**src/rtl/mpc_pkg.sv**
```systemverilog
// ----------------------------------------------------------------------------
// mpc_pkg
// shared widths, register codes, controller states and command structs
// for the masked pair covariance core
// ----------------------------------------------------------------------------
package mpc_pkg;

  localparam int COUNT_BITS = 16;
  localparam int FRAC_BITS  = 12;

  localparam int SAMPLE_W   = 24;
  localparam int TOL_W      = 23;
  localparam int PAIR_W     = 2 * SAMPLE_W;                 // one sample product
  localparam int SUM_W      = 40;                           // first and second sums
  localparam int SPROD_W    = 64;                           // sum of products
  localparam int WIDE_W     = 80;                           // n*p and a*b terms
  localparam int DEN_W      = 2 * COUNT_BITS + FRAC_BITS;   // n*n scaled
  localparam int COV_W      = 40;
  localparam int PCOUNT_W   = 16;

  localparam int MUL_STEPS  = SUM_W;                        // multiplier bits
  localparam int DIV_STEPS  = WIDE_W;                       // quotient bits
  localparam int STEP_W     = $clog2(DIV_STEPS);

  localparam logic [COUNT_BITS-1:0] COUNT_MAX = {COUNT_BITS{1'b1}};

  localparam logic [SAMPLE_W-1:0] SENTINEL_RESET = SAMPLE_W'(65 << FRAC_BITS);
  localparam logic [TOL_W-1:0]    TOL_RESET      =
    TOL_W'(((1 << FRAC_BITS) + 500) / 1000);

  // saturation limits, as magnitudes of the quotient
  localparam logic [WIDE_W-1:0] POS_LIMIT_MAG = (WIDE_W'(1) << (COV_W - 1)) - WIDE_W'(1);
  localparam logic [WIDE_W-1:0] NEG_LIMIT_MAG = WIDE_W'(1) << (COV_W - 1);
  localparam logic [COV_W-1:0]  COV_POS_LIMIT = {1'b0, {(COV_W-1){1'b1}}};
  localparam logic [COV_W-1:0]  COV_NEG_LIMIT = {1'b1, {(COV_W-1){1'b0}}};

  // configuration register indexes
  localparam int CFG_IDX_W = 1;
  localparam logic [CFG_IDX_W-1:0] CFG_SENTINEL_VALUE = 1'b0;
  localparam logic [CFG_IDX_W-1:0] CFG_SENTINEL_TOL   = 1'b1;

  typedef enum logic [3:0] {
    ST_ACC,
    ST_LD_NP,
    ST_MUL_NP,
    ST_LD_AB,
    ST_MUL_AB,
    ST_DIFF,
    ST_DIV_LD,
    ST_DIV,
    ST_DONE
  } state_t;

  typedef struct packed {
    logic take_in;     // input side open
    logic mul_ld_np;   // load n * sum_product, latch n*n
    logic mul_ld_ab;   // store n*p term, load sum_first * sum_second
    logic mul_step;    // one shift-add step
    logic diff;        // form n*p - a*b
    logic div_ld;      // load magnitude into divider
    logic div_step;    // one restoring divide step
    logic finish;      // saturate into output register, clear run
  } ctl_cmd_t;

  typedef struct packed {
    logic last_pending;  // final pair sits in the input stage register
    logic mul_last;      // current multiply step is the final one
    logic div_last;      // current divide step is the final one
    logic out_busy;      // output register full and stalled
  } ctl_sts_t;

endpackage

```
**src/rtl/mpc_ctrl.sv**
```systemverilog
// ----------------------------------------------------------------------------
// mpc_ctrl
// sequencer for the accumulate, multiply, divide and output phases
// ----------------------------------------------------------------------------
module mpc_ctrl (
  input  logic              clk,
  input  logic              rst_n,
  input  mpc_pkg::ctl_sts_t sts,
  output mpc_pkg::ctl_cmd_t cmd
);

  mpc_pkg::state_t state_r;
  mpc_pkg::state_t state_nxt;

  always_ff @(posedge clk) begin
    if (!rst_n) begin
      state_r <= mpc_pkg::ST_ACC;
    end else begin
      state_r <= state_nxt;
    end
  end

  // next state
  always_comb begin
    state_nxt = state_r;
    case (state_r)
      mpc_pkg::ST_ACC:    if (sts.last_pending) state_nxt = mpc_pkg::ST_LD_NP;
      mpc_pkg::ST_LD_NP:  state_nxt = mpc_pkg::ST_MUL_NP;
      mpc_pkg::ST_MUL_NP: if (sts.mul_last) state_nxt = mpc_pkg::ST_LD_AB;
      mpc_pkg::ST_LD_AB:  state_nxt = mpc_pkg::ST_MUL_AB;
      mpc_pkg::ST_MUL_AB: if (sts.mul_last) state_nxt = mpc_pkg::ST_DIFF;
      mpc_pkg::ST_DIFF:   state_nxt = mpc_pkg::ST_DIV_LD;
      mpc_pkg::ST_DIV_LD: state_nxt = mpc_pkg::ST_DIV;
      mpc_pkg::ST_DIV:    if (sts.div_last) state_nxt = mpc_pkg::ST_DONE;
      mpc_pkg::ST_DONE:   if (!sts.out_busy) state_nxt = mpc_pkg::ST_ACC;
      default:            state_nxt = mpc_pkg::ST_ACC;
    endcase
  end

  // commands
  always_comb begin
    cmd = '0;
    case (state_r)
      mpc_pkg::ST_ACC:    cmd.take_in   = !sts.last_pending;
      mpc_pkg::ST_LD_NP:  cmd.mul_ld_np = 1'b1;
      mpc_pkg::ST_MUL_NP: cmd.mul_step  = 1'b1;
      mpc_pkg::ST_LD_AB:  cmd.mul_ld_ab = 1'b1;
      mpc_pkg::ST_MUL_AB: cmd.mul_step  = 1'b1;
      mpc_pkg::ST_DIFF:   cmd.diff      = 1'b1;
      mpc_pkg::ST_DIV_LD: cmd.div_ld    = 1'b1;
      mpc_pkg::ST_DIV:    cmd.div_step  = 1'b1;
      mpc_pkg::ST_DONE:   cmd.finish    = !sts.out_busy;
      default:            cmd = '0;
    endcase
  end

  // a final pair always hands over to the n*p load
  a_last_to_load: assert property (@(posedge clk) disable iff (!rst_n)
    (state_r == mpc_pkg::ST_ACC && sts.last_pending) |=> (state_r == mpc_pkg::ST_LD_NP))
    else $error("final pair did not start the covariance sequence");

  // no new pair enters behind a pending final pair
  a_no_take_behind_last: assert property (@(posedge clk) disable iff (!rst_n)
    sts.last_pending |-> !cmd.take_in)
    else $error("input taken while final pair pending");

  // the output register is never overwritten while its beat is stalled
  a_finish_free: assert property (@(posedge clk) disable iff (!rst_n)
    cmd.finish |-> !sts.out_busy)
    else $error("result written over a stalled beat");

  // the second multiply ends in the subtract phase
  a_mul_ab_end: assert property (@(posedge clk) disable iff (!rst_n)
    (state_r == mpc_pkg::ST_MUL_AB && sts.mul_last) |=> cmd.diff)
    else $error("a*b multiply did not hand over to subtract");

endmodule

```
**src/rtl/mpc_datapath.sv**
```systemverilog
// ----------------------------------------------------------------------------
// mpc_datapath
// sentinel registers, missing test, accumulators, shift-add multiplier,
// restoring divider and output register
// ----------------------------------------------------------------------------
module mpc_datapath (
  input  logic                                 clk,
  input  logic                                 rst_n,
  input  mpc_pkg::ctl_cmd_t                    cmd,
  output mpc_pkg::ctl_sts_t                    sts,
  input  logic                                 cfg_we,
  input  logic [mpc_pkg::CFG_IDX_W-1:0]        cfg_index,
  input  logic [mpc_pkg::SAMPLE_W-1:0]         cfg_data,
  input  logic                                 in_valid,
  input  logic signed [mpc_pkg::SAMPLE_W-1:0]  in_sample_a,
  input  logic signed [mpc_pkg::SAMPLE_W-1:0]  in_sample_b,
  input  logic                                 in_a_is_nan,
  input  logic                                 in_b_is_nan,
  input  logic                                 in_last,
  input  logic                                 out_stall,
  output logic                                 out_valid,
  output logic signed [mpc_pkg::COV_W-1:0]     out_covariance,
  output logic [mpc_pkg::PCOUNT_W-1:0]         out_pair_count,
  output logic                                 out_count_overflow
);

  localparam int SW  = mpc_pkg::SAMPLE_W;
  localparam int WW  = mpc_pkg::WIDE_W;
  localparam int DW  = mpc_pkg::DEN_W;
  localparam int CB  = mpc_pkg::COUNT_BITS;
  localparam int CB2 = 2 * CB;

  function automatic logic is_missing(input logic [SW-1:0] s, input logic nan,
                                      input logic [SW-1:0] sv,
                                      input logic [mpc_pkg::TOL_W-1:0] tol);
    logic [SW:0] d;
    logic [SW:0] m;
    d = {s[SW-1], s} - {sv[SW-1], sv};
    m = d[SW] ? (~d + (SW+1)'(1)) : d;
    return nan | (m <= (SW+1)'(tol));
  endfunction

  // configuration
  logic [SW-1:0]                 sentinel_r;
  logic [mpc_pkg::TOL_W-1:0]     tol_r;

  always_ff @(posedge clk) begin
    if (!rst_n) begin
      sentinel_r <= mpc_pkg::SENTINEL_RESET;
      tol_r      <= mpc_pkg::TOL_RESET;
    end else if (cfg_we) begin
      case (cfg_index)
        mpc_pkg::CFG_SENTINEL_VALUE: sentinel_r <= cfg_data;
        mpc_pkg::CFG_SENTINEL_TOL:   tol_r      <= cfg_data[mpc_pkg::TOL_W-1:0];
        default: ;
      endcase
    end
  end

  // input stage: missing test and sample product
  logic                          take;
  logic                          s0_valid_r;
  logic                          s0_present_r;
  logic                          s0_last_r;
  logic [SW-1:0]                 s0_a_r;
  logic [SW-1:0]                 s0_b_r;
  logic signed [mpc_pkg::PAIR_W-1:0] s0_prod_r;

  assign take = in_valid && cmd.take_in;

  always_ff @(posedge clk) begin
    if (!rst_n) begin
      s0_valid_r <= 1'b0;
    end else begin
      s0_valid_r <= take;
    end
  end

  always_ff @(posedge clk) begin
    if (take) begin
      s0_present_r <= !is_missing(in_sample_a, in_a_is_nan, sentinel_r, tol_r) &&
                      !is_missing(in_sample_b, in_b_is_nan, sentinel_r, tol_r);
      s0_last_r    <= in_last;
      s0_a_r       <= in_sample_a;
      s0_b_r       <= in_sample_b;
      s0_prod_r    <= in_sample_a * in_sample_b;
    end
  end

  // accumulators
  logic [mpc_pkg::SUM_W-1:0]     sum_first_r;
  logic [mpc_pkg::SUM_W-1:0]     sum_second_r;
  logic [mpc_pkg::SPROD_W-1:0]   sum_product_r;
  logic [CB-1:0]                 count_r;
  logic                          ovf_r;

  always_ff @(posedge clk) begin
    if (!rst_n || cmd.finish) begin
      sum_first_r   <= '0;
      sum_second_r  <= '0;
      sum_product_r <= '0;
      count_r       <= '0;
      ovf_r         <= 1'b0;
    end else if (s0_valid_r && s0_present_r) begin
      if (count_r == mpc_pkg::COUNT_MAX) begin
        ovf_r <= 1'b1;
      end else begin
        count_r       <= count_r + CB'(1);
        sum_first_r   <= sum_first_r + mpc_pkg::SUM_W'(signed'(s0_a_r));
        sum_second_r  <= sum_second_r + mpc_pkg::SUM_W'(signed'(s0_b_r));
        sum_product_r <= sum_product_r + mpc_pkg::SPROD_W'(s0_prod_r);
      end
    end
  end

  // shift-add multiplier on magnitudes, shared by n*p and a*b
  logic [WW-1:0]                 mul_mc_r;
  logic [mpc_pkg::SUM_W-1:0]     mul_mp_r;
  logic [WW-1:0]                 mul_acc_r;
  logic                          mul_neg_r;
  logic [mpc_pkg::STEP_W-1:0]    step_r;
  logic [DW-1:0]                 den_r;
  logic [WW-1:0]                 np_r;
  logic [WW-1:0]                 d_r;
  logic [mpc_pkg::SPROD_W-1:0]   p_mag;
  logic [mpc_pkg::SUM_W-1:0]     a_mag;
  logic [mpc_pkg::SUM_W-1:0]     b_mag;

  assign p_mag = sum_product_r[mpc_pkg::SPROD_W-1] ? (~sum_product_r + mpc_pkg::SPROD_W'(1))
                                                    : sum_product_r;
  assign a_mag = sum_first_r[mpc_pkg::SUM_W-1] ? (~sum_first_r + mpc_pkg::SUM_W'(1))
                                               : sum_first_r;
  assign b_mag = sum_second_r[mpc_pkg::SUM_W-1] ? (~sum_second_r + mpc_pkg::SUM_W'(1))
                                                : sum_second_r;

  always_ff @(posedge clk) begin
    if (cmd.mul_ld_np) begin
      mul_mc_r  <= WW'(p_mag);
      mul_mp_r  <= mpc_pkg::SUM_W'(count_r);
      mul_acc_r <= '0;
      mul_neg_r <= sum_product_r[mpc_pkg::SPROD_W-1];
      // n*n at full width, then scaled by the fraction
      den_r     <= {CB2'(count_r) * CB2'(count_r), {mpc_pkg::FRAC_BITS{1'b0}}};
    end else if (cmd.mul_ld_ab) begin
      np_r      <= mul_neg_r ? (~mul_acc_r + WW'(1)) : mul_acc_r;
      mul_mc_r  <= WW'(a_mag);
      mul_mp_r  <= b_mag;
      mul_acc_r <= '0;
      mul_neg_r <= sum_first_r[mpc_pkg::SUM_W-1] ^ sum_second_r[mpc_pkg::SUM_W-1];
    end else if (cmd.mul_step) begin
      if (mul_mp_r[0]) begin
        mul_acc_r <= mul_acc_r + mul_mc_r;
      end
      mul_mc_r <= {mul_mc_r[WW-2:0], 1'b0};
      mul_mp_r <= {1'b0, mul_mp_r[mpc_pkg::SUM_W-1:1]};
    end
  end

  // n*p - a*b, where a*b carries its sign in mul_neg_r
  always_ff @(posedge clk) begin
    if (cmd.diff) begin
      d_r <= np_r + (mul_neg_r ? mul_acc_r : ~mul_acc_r) + WW'(!mul_neg_r);
    end
  end

  // restoring divider, one quotient bit per step
  logic [WW-1:0]                 qd_r;
  logic [DW-1:0]                 rem_r;
  logic                          qneg_r;
  logic [DW:0]                   rsh;
  logic [DW:0]                   rsub;
  logic                          ge;

  assign rsh  = {rem_r, qd_r[WW-1]};
  assign rsub = rsh - {1'b0, den_r};
  assign ge   = (rsh >= {1'b0, den_r});

  always_ff @(posedge clk) begin
    if (cmd.div_ld) begin
      qd_r   <= d_r[WW-1] ? (~d_r + WW'(1)) : d_r;
      qneg_r <= d_r[WW-1];
      rem_r  <= '0;
    end else if (cmd.div_step) begin
      rem_r <= ge ? rsub[DW-1:0] : rsh[DW-1:0];
      qd_r  <= {qd_r[WW-2:0], ge};
    end
  end

  // shared step counter
  always_ff @(posedge clk) begin
    if (!rst_n || cmd.mul_ld_np || cmd.mul_ld_ab || cmd.div_ld) begin
      step_r <= '0;
    end else if (cmd.mul_step || cmd.div_step) begin
      step_r <= step_r + mpc_pkg::STEP_W'(1);
    end
  end

  // saturation and output register
  logic [mpc_pkg::COV_W-1:0]     cov_sat;
  logic                          out_valid_r;
  logic [mpc_pkg::COV_W-1:0]     cov_r;
  logic [mpc_pkg::PCOUNT_W-1:0]  pcount_r;
  logic                          ovf_out_r;

  always_comb begin
    if (count_r == '0) begin
      cov_sat = '0;
    end else if (qneg_r) begin
      cov_sat = (qd_r > mpc_pkg::NEG_LIMIT_MAG) ? mpc_pkg::COV_NEG_LIMIT
                                               : (~qd_r[mpc_pkg::COV_W-1:0] +
                                                  mpc_pkg::COV_W'(1));
    end else begin
      cov_sat = (qd_r > mpc_pkg::POS_LIMIT_MAG) ? mpc_pkg::COV_POS_LIMIT
                                               : qd_r[mpc_pkg::COV_W-1:0];
    end
  end

  always_ff @(posedge clk) begin
    if (!rst_n) begin
      out_valid_r <= 1'b0;
    end else if (cmd.finish) begin
      out_valid_r <= 1'b1;
    end else if (!out_stall) begin
      out_valid_r <= 1'b0;
    end
  end

  always_ff @(posedge clk) begin
    if (cmd.finish) begin
      cov_r     <= cov_sat;
      pcount_r  <= mpc_pkg::PCOUNT_W'(count_r);
      ovf_out_r <= ovf_r;
    end
  end

  assign out_valid          = out_valid_r;
  assign out_covariance     = cov_r;
  assign out_pair_count     = pcount_r;
  assign out_count_overflow = ovf_out_r;

  assign sts.last_pending = s0_valid_r && s0_last_r;
  assign sts.mul_last     = (step_r == mpc_pkg::STEP_W'(mpc_pkg::MUL_STEPS - 1));
  assign sts.div_last     = (step_r == mpc_pkg::STEP_W'(mpc_pkg::DIV_STEPS - 1));
  assign sts.out_busy     = out_valid_r && out_stall;

endmodule

```
**src/rtl/masked_pair_covariance_core.sv**
```systemverilog
// ----------------------------------------------------------------------------
// masked_pair_covariance_core
// covariance of sample pairs with missing values masked out
// ----------------------------------------------------------------------------
// usage
// - input beats carry one sample pair in signed q12.12 with nan flags and a
//   last marker; a beat moves when in_valid is high and in_stall is low
// - a sample is masked when its nan flag is set or it lies within the
//   tolerance of the sentinel (both set through the cfg write port)
// - pairs stream in at one beat per cycle while a run accumulates
// - the beat marked last closes the run: its result beat appears on the
//   out channel after one n*n latch, two 40-step shift-add multiplies,
//   the subtract and an 80-step restoring divide
// - during that sequence in_stall stays high, and the divide loop is its
//   longest part
// - the result beat holds in the output register while out_stall is high;
//   a following run accumulates meanwhile, and only the next run's result
//   waits for the register to drain
// - synchronous reset clears accumulators, the sequencer and the output
//   valid, and restores the sentinel (65.0) and tolerance (0.001)
// ----------------------------------------------------------------------------
module masked_pair_covariance_core (
  input  logic                                 clk,
  input  logic                                 rst_n,
  // configuration
  input  logic                                 cfg_we,
  input  logic [mpc_pkg::CFG_IDX_W-1:0]        cfg_index,
  input  logic [mpc_pkg::SAMPLE_W-1:0]         cfg_data,
  // sample pair channel
  input  logic                                 in_valid,
  output logic                                 in_stall,
  input  logic signed [mpc_pkg::SAMPLE_W-1:0]  in_sample_a,
  input  logic signed [mpc_pkg::SAMPLE_W-1:0]  in_sample_b,
  input  logic                                 in_a_is_nan,
  input  logic                                 in_b_is_nan,
  input  logic                                 in_last,
  // result channel
  output logic                                 out_valid,
  input  logic                                 out_stall,
  output logic signed [mpc_pkg::COV_W-1:0]     out_covariance,
  output logic [mpc_pkg::PCOUNT_W-1:0]         out_pair_count,
  output logic                                 out_count_overflow
);

  mpc_pkg::ctl_cmd_t cmd;
  mpc_pkg::ctl_sts_t sts;

  // sequencer: accumulate, multiply, divide, hand over result
  mpc_ctrl u_ctrl (
    .clk   (clk),
    .rst_n (rst_n),
    .sts   (sts),
    .cmd   (cmd)
  );

  // all arithmetic and storage
  mpc_datapath u_dp (
    .clk                (clk),
    .rst_n              (rst_n),
    .cmd                (cmd),
    .sts                (sts),
    .cfg_we             (cfg_we),
    .cfg_index          (cfg_index),
    .cfg_data           (cfg_data),
    .in_valid           (in_valid),
    .in_sample_a        (in_sample_a),
    .in_sample_b        (in_sample_b),
    .in_a_is_nan        (in_a_is_nan),
    .in_b_is_nan        (in_b_is_nan),
    .in_last            (in_last),
    .out_stall          (out_stall),
    .out_valid          (out_valid),
    .out_covariance     (out_covariance),
    .out_pair_count     (out_pair_count),
    .out_count_overflow (out_count_overflow)
  );

  // input side closes outside accumulation and behind a pending final pair
  assign in_stall = !cmd.take_in;

endmodule
```
**config.mk**
```make
export PLATFORM = sky130hd
export DESIGN_NAME = masked_pair_covariance_core
export DESIGN_NICKNAME = d
export VERILOG_FILES = /design/src/rtl/mpc_pkg.sv /design/src/rtl/mpc_ctrl.sv /design/src/rtl/mpc_datapath.sv /design/src/rtl/masked_pair_covariance_core.sv
export SDC_FILE = /design/constraint.sdc
export NUM_CORES = 2
export LEC_CHECK = 0
export BUFFER_PORTS_ARGS = -buffer_cell sky130_fd_sc_hd__buf_2
export CORE_MARGIN = 2
export CORE_UTILIZATION = 60
export DETAILED_ROUTE_END_ITERATION = 7
export PLACE_DENSITY = 0.77
export SLEW_MARGIN = 20
export SYNTH_ARGS = -nofsm -noshare
export SYNTH_HDL_FRONTEND = slang
export SYNTH_SLANG_ARGS = --single-unit
```
**constraint.sdc**
```tcl
create_clock -name clk -period 16.28 [get_ports clk]
set_input_delay 3.256 -clock clk [delete_from_list [all_inputs] [get_ports clk]]
set_output_delay 3.256 -clock clk [all_outputs]
set_load 0.03 [all_outputs]
```
* Yosys cells after proc, flatten, opt, wreduce, memory -nomap -nowiden
Index checks and enable logic that the tools add are counted.
** Storage, ports and cells
- Bits in writable memories :: 0
- Memories :: 0
- Output and inout port bits :: 59
- Latch bits :: 0
- Bits in read-only memories :: 0
- Flip-flop bits (word level) :: 894
- Word-level logic and storage cells :: 158
- Input port bits :: 81
** Operators by class
- Equality and inequality tests :: 17
- Reductions and logical operators :: 32
- Bitwise operators :: 14
- Shifts and indexed selects :: 0
- $lt $le $gt $ge :: 5
- Divide/modulo/power cells :: 0
- Muxes and demuxes :: 38
- Add/sub/neg operators :: 19
- Multiply operators :: 2
** Operator list (number)
- $mux 80 :: 5
- $mux 40 :: 7
- $mux 64 :: 4
- $add 80x1->80 const B :: 2
- $add 80x80->80 :: 2
- $not 80->80 :: 2
- $add 40x1->40 const B :: 3
- $not 40->40 :: 3
- $add 40x40->40 :: 2
- $add 80x1->80 :: 1
- $gt 80x39->1 const B :: 1
- $gt 80x40->1 const B :: 1
- $add 64x1->64 const B :: 1
- $add 64x64->64 :: 1
- $not 64->64 :: 1
- $add 25x1->25 const B :: 2
- $le 25x23->1 :: 2
- $mux 25 :: 2
- $not 25->25 :: 2
- $sub 24x24->25 :: 2
- $mul 24x24->48 :: 1
- $ge 45x44->1 :: 1
- $mux 44 :: 1
- $sub 44x44->44 :: 1
- other kinds (29) :: 77

* Longest topological paths before layout
- Depth after elaboration :: 8
- Depth in mapped cells :: 31
- Gate-level depth less buffers :: 29

* Cells and area by module
A second synthesis with hierarchy kept.
** Unflattened totals
- Cell total of the unflattened synthesis :: 10373
- Area, all modules :: 91205.0 sq um
** By module, submodules not included
- mpc_datapath :: seq. area each 22881.9 sq um, cells an instance 10330, times used 1, area each 90850.9 sq um
- mpc_ctrl :: seq. area each 80.1 sq um, cells an instance 42, times used 1, area each 350.3 sq um
- masked_pair_covariance_core :: seq. area each 0.0 sq um, cells an instance 1, times used 1, area each 3.8 sq um

* Worst setup path after synthesis
Ideal clock, no wire load.
- Path type :: input-to-reg
- Start point :: input port in_sample_a[23] (netlist name)
- End point :: register u_dp.s0_prod_r[47] (netlist name), data pin
- Path buffers :: 2
- Data required time :: 16.020 ns
- Stages on the path :: 28
- Library setup time :: 0.260 ns
- Arrival time :: 10.181 ns
- Setup slack :: 5.839 ns
- Cell sequence :: clkbuf_1 -> nand2_1 -> inv_1 -> fa_1 -> fa_1 -> inv_1 -> fa_1 -> inv_1 -> fa_1 -> fa_1 -> fa_1 -> inv_1 -> fa_1 -> inv_1 -> ha_1 -> clkbuf_1 -> a21o_1 -> a21o_1 -> a21oi_1 -> nor2_1 -> a211oi_1 -> o21ai_0 -> a21oi_1 -> o31ai_1 -> a221oi_1 -> o21ai_0 -> a21oi_1 -> xnor2_1
** On the way
- Cells in the longest elaborated chain, start to end :: 1
** RTL lines
- from (decl) :: line masked_pair_covariance_core.sv:32 : input logic signed [mpc_pkg::SAMPLE_W-1:0] in_sample_a,
- $mul 24x24->48 :: line mpc_datapath.sv:86 : s0_prod_r <= in_sample_a * in_sample_b;
- to (signal assigned) :: line mpc_datapath.sv:86
- to (decl) :: line mpc_datapath.sv:67 : logic signed [mpc_pkg::PAIR_W-1:0] s0_prod_r;
Every way passes these cells.
A chain may end at the register's enable or synchronous reset.

* Worst setup path in the final report
- Start point :: input port in_sample_b[23] (netlist name)
- End point :: register u_dp.s0_prod_r[47] (netlist name), data pin
** On the way
- Cells in the longest elaborated chain, start to end :: 1
** RTL lines
- from (decl) :: line masked_pair_covariance_core.sv:33 : input logic signed [mpc_pkg::SAMPLE_W-1:0] in_sample_b,
- $mul 24x24->48 :: line mpc_datapath.sv:86
Every way passes these cells.

==> metrics.cfg <==
[timing]
period_share_pct = 67.6
final_hold_viol_count = 0
worst_slew_pin_slew_ps = 1090
rsz0062_at_grt = no
fmax_ghz = 0.0909
finalSetupViolCount = 0
fin_setup_tns_ps = 0
slew_viol_final = 0
skew_ps = 50.9
min_period_ps = 11000
slew_headroom_pct = 27.3

[placement]
dp_hpwl_um = 179000
io_buffer_count = 139
gp_congestion = 0.960

[clock_network]
clkTransAtPathRegs_ps = 60
cts_hold_buf = 0
cts_resized = 0
cts_made_buffers = 102
insertion_delay_ps = 750
postCtsSetupBuffers = 0
h-tree-depth = 3
cts_tree = yes
cts_sinks = 893
clk_root_buffer_cell = clkbuf_16
cts_buffer_depth = 3

[worst_setup_path]
cpMaxStageDelayCell = clkinv_1
crit_path_max_incr_delay_ps = 610
arrival_ps = 11470
crit_family = adder cells
critical_path.max_fanout = 18
endpoint_kind = flop
path_class = input pin to flop
cp-start-kind = input pin
cp_common_cell = fa_1
critPathBufInv = 5
worstPathRequired_ps = 16750

[die]
core_area_mm2 = 0.148
start_util_pct = 60.5
die_x_um = 390
die_h_um = 390
ios = 140
rows = 141
die-area_mm2 = 0.152

[global_routing]
grt_first_pass_wirelength_um = 375000
grtUsageTotal_pct = 30.5
antenna_found_initial = 4
grt_max_degree = 161
grt_pass1_vias = 71700
grt.overflow.total = 0

[synthesis]
netlist_area_mm2 = 0.0895
synth_top_cells_by_count = nand2_1 (1,318), inv_1 (1,038), fa_1 (779), a21oi_1 (692), ha_1 (670)
synth_seq_cells = 893
postSynthAreaPerCell_um2 = 8.85
seq_area_frac_synth_pct = 25.6
synth-main-ff-cell = edfxtp_1
ys_warn_count = 0
synth_edf_count = 508
synth_top_area_cell = fa_1
syn_inst = 10100
async_reset_ff_share_pct = 0
netlist.area_leader.share_pct = 17.4
ys_top_cells_by_area = fa_1 (17%), edfxtp_1 (17%), ha_1 (9.4%), dfxtp_1 (8.6%), nand2_1 (5.5%)
ys_types = 89
synth_nets = 11600
synth.most_common_cell = nand2_1

[cells_and_area]
seqCellArea_mm2 = 0.0230
nets = 11500
syn2layout_area_growth_pct = 6.13
final_layout_size_suffix_gt1_share_pct = 4.63
multi_input_area_mm2 = 0.0609
fill_cells = 12200

[drt]
drt_pass1_iterations = 8
drc_errors = 0
vias_per_cell = 6.05
wire_per_inst_um = 19.6
drt_wl_total_um = 235000
via_count = 72400
ant_nets = 0
drt_iter0_drc = 5105

[flow_run]
drv_cap = 0

[run_status]
status = complete, no violations

[hold_path]
hold_path_class = flop to flop

[final timing paths]
check | startpoint | end | slack, ps | cells past startpoint
max | in_sample_b[23] | u_dp.s0_prod_r[47] | 5280 | 27
min | u_dp.tol_r[8] | u_dp.tol_r[8] | 470 | 2
max reg2reg | u_dp.count_r[4] | u_dp.den_r[43] | 7950 | 23
min reg2reg | u_dp.tol_r[8] | u_dp.tol_r[8] | 470 | 2
[tightest hold or removal path, delay by kind of cell, from the launching register on]
family | cells | cell delay (ps)
flip-flops | 1 | 310
AO/OA/AOI/OAI | 1 | 60
AND/OR/NAND/NOR | 1 | 40
[sequential cells by signal, summed over array words and instances, names as in the netlist, 31 cells and up]
register	flops
u_dp.qd_r	80
u_dp.out_covariance	40
u_dp.sum_first_r	40
u_dp.den_r	31
u_dp.mul_mp_r	40
u_dp.np_r	80
u_dp.rem_r	44
u_dp.d_r	80
u_dp.mul_mc_r	80
u_dp.mul_acc_r	80
u_dp.s0_prod_r	48
u_dp.sum_product_r	64
u_dp.sum_second_r	40
[per-stage QoR]
stage / setup WS (ps) / util, % / hold WS, ps / area, µm² / instances
floorplan: 5840 / - / 406 / 89500 / 10100
global placement: 4640 / 61.7 / 456 / 91400 / 11800
detailed placement: 4650 / 61.7 / 460 / 91400 / 11800
CTS: 5410 / 64.2 / 468 / 95000 / 12000
global route: 4940 / 64.2 / 483 / 95000 / 12000
finish: 5280 / 64.2 / 466 / 95000 / 12000
[layout by cell type, fill, tap and decap left out, types with 26 or more instances in the layout]
master     count
nand2b_1      90
nand4_1      100
xnor2_1      522
nand3_1      155
a31oi_1       74
o211ai_1      29
mux2i_1       30
fa_1         779
a21boi_0      58
clkbuf_16    107
nor4_1        57
or2_2         39
or3_1         94
and3_1        42
buf_2        139
o21ai_0      595
o21bai_1      80
nor2b_1       79
o31ai_1      120
edfxtp_1     508
a22oi_1       49
nor2_1       429
buf_4         65
xor2_1       336
or4_1         43
nor3_1       118
a21o_1       272
o22ai_1       26
a21oi_1      692
ha_1         670
and2_1       343
dfxtp_1      384
o21a_1        58
o41ai_1       60
inv_1       1033
nand2_1     1315
a211oi_1      77
[routing by layer]
layer  up-vias  GRT usage (%)  share of wire, %
met5         -              0             0.022
met3       613           3.37               5.9
met1     35200           38.7                41
met2      2446           52.4                49
met4         8           13.9               4.8
li1      34200              -                 -
[cell type report]
type                       count  share of cell area [%]
antenna                        1                 0.00263
clock buffer                 138                    3.06
clock inverter                55                   0.734
inverter                    1043                    4.12
multi-input combinational   7700                    64.1
sequential                   893                    24.2
tap                         1930                    2.54
timing repair buffer         205                    1.27
[cells by family (layout without fill, tap and decap cells)]
group | Yosys count | count (layout) | share of synthesized area (%)
xor gates and xnor gates | 858 | 858 | 8.39
AOI/OAI and AO/OA | 2361 | 2361 | 16.4
DFF | 893 | 893 | 25.6
muxes | 32 | 32 | 0.361
buffers and inverters | 1524 | 1441 | 6.40
other | 0 | 1 | 0
and+or+nand+nor | 3000 | 3000 | 16.0
adders and majority gates | 1449 | 1449 | 26.8
Power is left out: the tool's default activity adds up to more than one toggle a clock period on the data nets, which glitch-free logic cannot reach.
